[src/rtl/core/sjf_pkg.sv]
// Shared types and fixed field widths for the shortest-job-first scheduler.
// No dependencies; imported by every module of the block.
package sjf_pkg;

  // Fixed widths of the stream fields
  localparam int BURST_IN_W  = 16;
  localparam int POS_OUT_W   = 6;
  localparam int TIME_OUT_W  = 22;
  localparam int TOTAL_OUT_W = 28;
  localparam int OUT_FIELDS_W = POS_OUT_W + 2 * TIME_OUT_W + 2 * TOTAL_OUT_W;
  localparam int OUT_TDATA_W  = ((OUT_FIELDS_W + 7) / 8) * 8;

  // Front-end status seen by the back end
  typedef struct packed {
    logic batch_ready;  // sorted batch complete, waiting for hand-over
    logic dropped;      // batch lost tasks to capacity
  } fe_status_t;

endpackage

[src/rtl/core/sjf_front.sv]
// Front end: accepts tasks and keeps them in an insertion-sorted register chain.
// Depends on sjf_pkg; hands a completed batch to sjf_back.
module sjf_front
  import sjf_pkg::*;
#(
  parameter int MAX_TASKS  = 64,
  parameter int BURST_BITS = 16,
  localparam int CW = $clog2(MAX_TASKS + 1),
  localparam int PW = $clog2(MAX_TASKS)
) (
  input  logic                  clk,
  input  logic                  rst,
  input  logic                  in_valid,
  output logic                  in_ready,
  input  logic [BURST_IN_W-1:0] in_burst,
  input  logic                  in_last,
  input  logic                  take,
  output fe_status_t            status,
  output logic [CW-1:0]         count,
  output logic [BURST_BITS-1:0] chain_burst [MAX_TASKS],
  output logic [PW-1:0]         chain_pos [MAX_TASKS]
);

  logic                          batch_ready;
  logic                          dropped;
  logic                          accept;
  logic                          insert;
  logic [BURST_BITS+BURST_IN_W-1:0] burst_ext;
  logic [BURST_BITS-1:0]         burst;
  logic [PW+CW-1:0]              pos_ext;
  logic [PW-1:0]                 new_pos;
  logic [MAX_TASKS-1:0]          gt;

  assign in_ready = !batch_ready;
  assign accept   = in_valid && in_ready;
  assign insert   = accept && (count < CW'(MAX_TASKS));

  // only the low BURST_BITS of the burst are used
  assign burst_ext = {{BURST_BITS{1'b0}}, in_burst};
  assign burst     = burst_ext[BURST_BITS-1:0];
  assign pos_ext   = {{PW{1'b0}}, count};
  assign new_pos   = pos_ext[PW-1:0];

  // cells holding a strictly larger burst move up by one
  always_comb begin
    for (int i = 0; i < MAX_TASKS; i++) begin
      gt[i] = (CW'(i) < count) && (chain_burst[i] > burst);
    end
  end

  assign status.batch_ready = batch_ready;
  assign status.dropped     = dropped;

  // sorted chain payload
  always_ff @(posedge clk) begin
    if (insert) begin
      for (int i = 0; i < MAX_TASKS; i++) begin
        if (gt[i]) begin
          if (i > 0 && gt[(i > 0) ? i - 1 : 0]) begin
            chain_burst[i] <= chain_burst[(i > 0) ? i - 1 : 0];
            chain_pos[i]   <= chain_pos[(i > 0) ? i - 1 : 0];
          end else begin
            chain_burst[i] <= burst;
            chain_pos[i]   <= new_pos;
          end
        end else if (CW'(i) == count) begin
          // first free cell takes the top entry when it moves up, else the new task
          if (i > 0 && gt[(i > 0) ? i - 1 : 0]) begin
            chain_burst[i] <= chain_burst[(i > 0) ? i - 1 : 0];
            chain_pos[i]   <= chain_pos[(i > 0) ? i - 1 : 0];
          end else begin
            chain_burst[i] <= burst;
            chain_pos[i]   <= new_pos;
          end
        end
      end
    end
  end

  // batch control
  always_ff @(posedge clk) begin
    if (rst) begin
      count       <= '0;
      dropped     <= 1'b0;
      batch_ready <= 1'b0;
    end else if (take) begin
      count       <= '0;
      dropped     <= 1'b0;
      batch_ready <= 1'b0;
    end else if (accept) begin
      if (insert) begin
        count <= count + 1'b1;
      end else begin
        dropped <= 1'b1;
      end
      batch_ready <= in_last;
    end
  end

endmodule

[config.mk]
export PLATFORM = sky130hd
export DESIGN_NAME = sjf_front
export DESIGN_NICKNAME = d
export VERILOG_FILES = /design/src/rtl/core/sjf_pkg.sv /design/src/rtl/core/sjf_front.sv
export SDC_FILE = /design/constraint.sdc
export NUM_CORES = 2
export LEC_CHECK = 0
export BUFFER_PORTS_ARGS = -buffer_cell sky130_fd_sc_hd__buf_2
export CELL_PAD_IN_SITES_DETAIL_PLACEMENT = 1
export CELL_PAD_IN_SITES_GLOBAL_PLACEMENT = 1
export CORE_AREA = 2 2 562 564
export CTS_CLUSTER_SIZE = 10
export DETAILED_ROUTE_END_ITERATION = 16
export DIE_AREA = 0 0 564 566
export GPL_TIMING_DRIVEN = 0
export PLACE_DENSITY = 0.53
export SLEW_MARGIN = 25
export SYNTH_ARGS = -nofsm -noshare
export SYNTH_HDL_FRONTEND = slang
export SYNTH_SLANG_ARGS = --single-unit
[constraint.sdc]
create_clock -name clk -period 7.4 [get_ports clk]
set_input_delay 1.11 -clock clk [delete_from_list [all_inputs] [get_ports clk]]
set_output_delay 1.11 -clock clk [all_outputs]
set_load 0.1 [all_outputs]
==> summary.txt <==
Final Hold Fails: 0
Drt drc: 0
Adder-cell area share of the yosys netlist: 14.1%
GP Congestion: 0.946
Most used cell, CP: buf_16
First-pass GRT wire length: 810000 um
Initial antenna violation count: 131
Total clock sinks: 1417
Max incr delay on CP: 890 ps
Fmax: 0.175 GHz
Critical path buffer and inverter count: 7
Synth Instances: 7720
Worst path required time: 7920 ps
Final setup TNS: 0 ps
Vias per Instance: 6.08
TritonCTS Buffers: 193
Layout Area Growth over Synthesis: 25.6%
CTS tree: yes
Final Cycle Share: 77.2%
Initial Utilization: 28.6%
Nets: 10600
Ys async rst share: 0%
Yosys cell types: 76
First drt pass iteration count: 6
Clk root buf: clkbuf_16
P_leak: 42.6 nW
Synth Area in XOR/XNOR: 0.0293%
Slowest cell on crit path: a31oi_1
Grt ovf: 0
Worst skew pair latency: 910 ps
# IOs: 1439
Placement row count: 206
Placed Instances: 13500
Die area: 319000 um2
YS warnings: 0
Post_cts resized: 0
Number of global-route vias before repair: 82700
Skew final: 43.9 ps
Synthesized cell area: 89600 um2
Ys flop type: edfxtp_1
Synth Register Bits: 1417
Dpl hpwl: 504000 um
Syn_area_per_cell: 11.6 um2
Via count: 84400
Syn_nets: 8753
Seq/Total Area, Yosys: 47.4%
Final ANT Viol Nets: 0
Post-Synth Simple-Gate Area: 9.97%
Peak VDD IR: 181 uV
Rel. slew slack: 23.5%
Critical Path AT: 6230 ps
# hold bufs at CTS: 0
Post-CTS Repair Setup Buffers: 0
Die Y: 566 um
Post-synth EDFFs: 1408
Setup crit start kind: input pin
Share of cells above drive strength 1: 33.7%
Total track usage: 38.1%
Worst setup EP type: flip-flop
Final instance area: 113000 um2
Min cycle time layout: 5710 ps
Type of the worst setup path: input pin to flip-flop
Slew Viols, Final: 0
RSZ-0062 raised after global routing: false
Run status: finished, final reports clean
Worst-Margin Slew: 1150 ps
CP Max Fanout: 22
Pwr Total: 20.5 mW
Top delay family on crit path: buffers and inverters
Register area: 42500 um2
CTS H-tree depth: 4
Routed wire length: 630000 um
Mux contribution to synthesized area: 13.0%
Clock Pin Slew Worst Setup and Hold Paths: 60 ps
Ordered cell list for the critical path: buf_2 > inv_2 > clkbuf_4 > buf_16 > buf_16 > buf_16 > ha_1 > nand4_1 > nor4_1 > o21ai_0 > a31oi_1 > buf_2 > a21o_1
Port bufs: 1438
Area used by multi-input combinational logic: 44600 um2
Main combinational cell family by area after synthesis: adder cells
Non-filler cells, final: 13900
Setup violations, final: 0
Die W: 564 um
Routed wire per std cell: 45.4 um
# fillers: 34400
Max clock buf depth: 4
Floorplan Core Area: 313000 um2
PD cells: 182 nW/um2
HP Class: input pin to flip-flop
Largest net degree at the start of global routing: 38
Initial drt markers: 9431
Max cap viols: 0
Synth Area in Compound Gates: 12.2%
Post-DP Area: 106000 um2
## power breakdown
part	internal (mW)	switching [mW]	total (mW)	leakage, nW
Sequential	8.82	0.0236	8.84	12.9
Clock	5.30	4.01	9.31	2.87
Combinational	0.730	1.58	2.31	26.8
## layer usage
metal	vias up	GRT usage [%]	wire, um
met4	18	22.1	43100
met3	1196	10.9	61400
li1	34200	-	-
met2	4907	58.2	275000
met1	44100	47.7	251000
met5	-	0	125
## placed cells by master (no fill, tap or decap), types with 202 or more instances in the layout
cell type and instances:
buf_2 1559, a31oi_1 202, nand4_1 224, edfxtp_1 1408, o21ai_0 415, mux2_2 952, a21oi_1 592, ha_1 1010
nor4_1 391, clkbuf_1 346, nand2_1 666
## synthesized netlist by cell type (all sizes together) (4+ instances only)
library cell / instances / share of area, %
a2111o: 18 / 0.23
a2111oi: 11 / 0.11
a211oi: 14 / 0.12
a21bo: 4 / 0.045
a21boi: 39 / 0.33
a21o: 38 / 0.32
a21oi: 597 / 3.3
a22o: 13 / 0.13
a2bb2oi: 12 / 0.12
a31oi: 213 / 1.6
a32oi: 151 / 1.5
and2: 24 / 0.17
and3: 26 / 0.18
and4: 9 / 0.088
and4b: 8 / 0.089
buf: 145 / 0.86
clkbuf: 456 / 1.9
dfxtp: 9 / 0.20
edfxtp: 1408 / 47
ha: 1012 / 14
inv: 111 / 0.47
mux2: 984 / 12
mux2i: 48 / 0.54
nand2: 667 / 2.8
nand2b: 23 / 0.16
nand3: 52 / 0.29
nand4: 225 / 1.6
nor2: 160 / 0.67
nor2b: 45 / 0.31
nor3: 98 / 0.55
nor4: 395 / 2.8
o211a: 6 / 0.067
o211ai: 65 / 0.54
o21a: 64 / 0.54
o21ai: 438 / 2.4
o21bai: 16 / 0.13
o2bb2ai: 18 / 0.18
o311ai: 4 / 0.059
o31a: 12 / 0.12
o31ai: 9 / 0.075
o32ai: 5 / 0.049
or2: 7 / 0.049
or4: 25 / 0.21
## final timing paths
check	slack [ps]	to	startpoint	cells past startpoint
max	1690	chain_burst[577]$_DFFE_PP_	in_burst[5]	13
min	440	chain_burst[1017]$_DFFE_PP_	in_burst[9]	1
max reg2reg	1790	chain_burst[860]$_DFFE_PP_	count[0]$_SDFFE_PP0P_	16
min reg2reg	480	dropped$_SDFFE_PP0P_	dropped$_SDFFE_PP0P_	2
## flip-flops by register name (all words and copies together) (netlist names)
| signal | flops |
|---|---|
| dropped | 1 |
| count | 7 |
| batch_ready | 1 |
| chain_pos | 384 |
| chain_burst | 1024 |
## logic make-up after synthesis
| logic type | count (synthesis) |
|---|---|
| AOI/OAI and AO/OA | 1769 |
| muxes | 1032 |
| xor gates and xnor gates | 3 |
| adders and majority gates | 1012 |
| buffers and inverters | 715 |
| and+or+nand+nor | 1772 |
| DFF | 1417 |
## per-stage QoR
step	hold slack [ps]	worst slack [ps]	util (%)
after global placement	455	-6850	32.5
after global routing	415	1670	35.9
final	438	1690	35.9
after floorplan	438	758	-
after detailed placement	467	922	34.0
after CTS	380	1860	35.8
## final cells by class
| type | count | area share (%) |
|---|---|---|
| plain buffers | 601 | 2.44 |
| diodes | 63 | 0.140 |
| clock buffers | 254 | 4.55 |
| inverters | 114 | 0.380 |
| flip-flops and latches | 1417 | 37.7 |
| repair buffers | 1617 | 9.76 |
| well taps | 4160 | 4.63 |
| multi-input cells | 5588 | 39.6 |
| clock inverters | 83 | 0.722 |
Power figures use the tool's default switching activity.
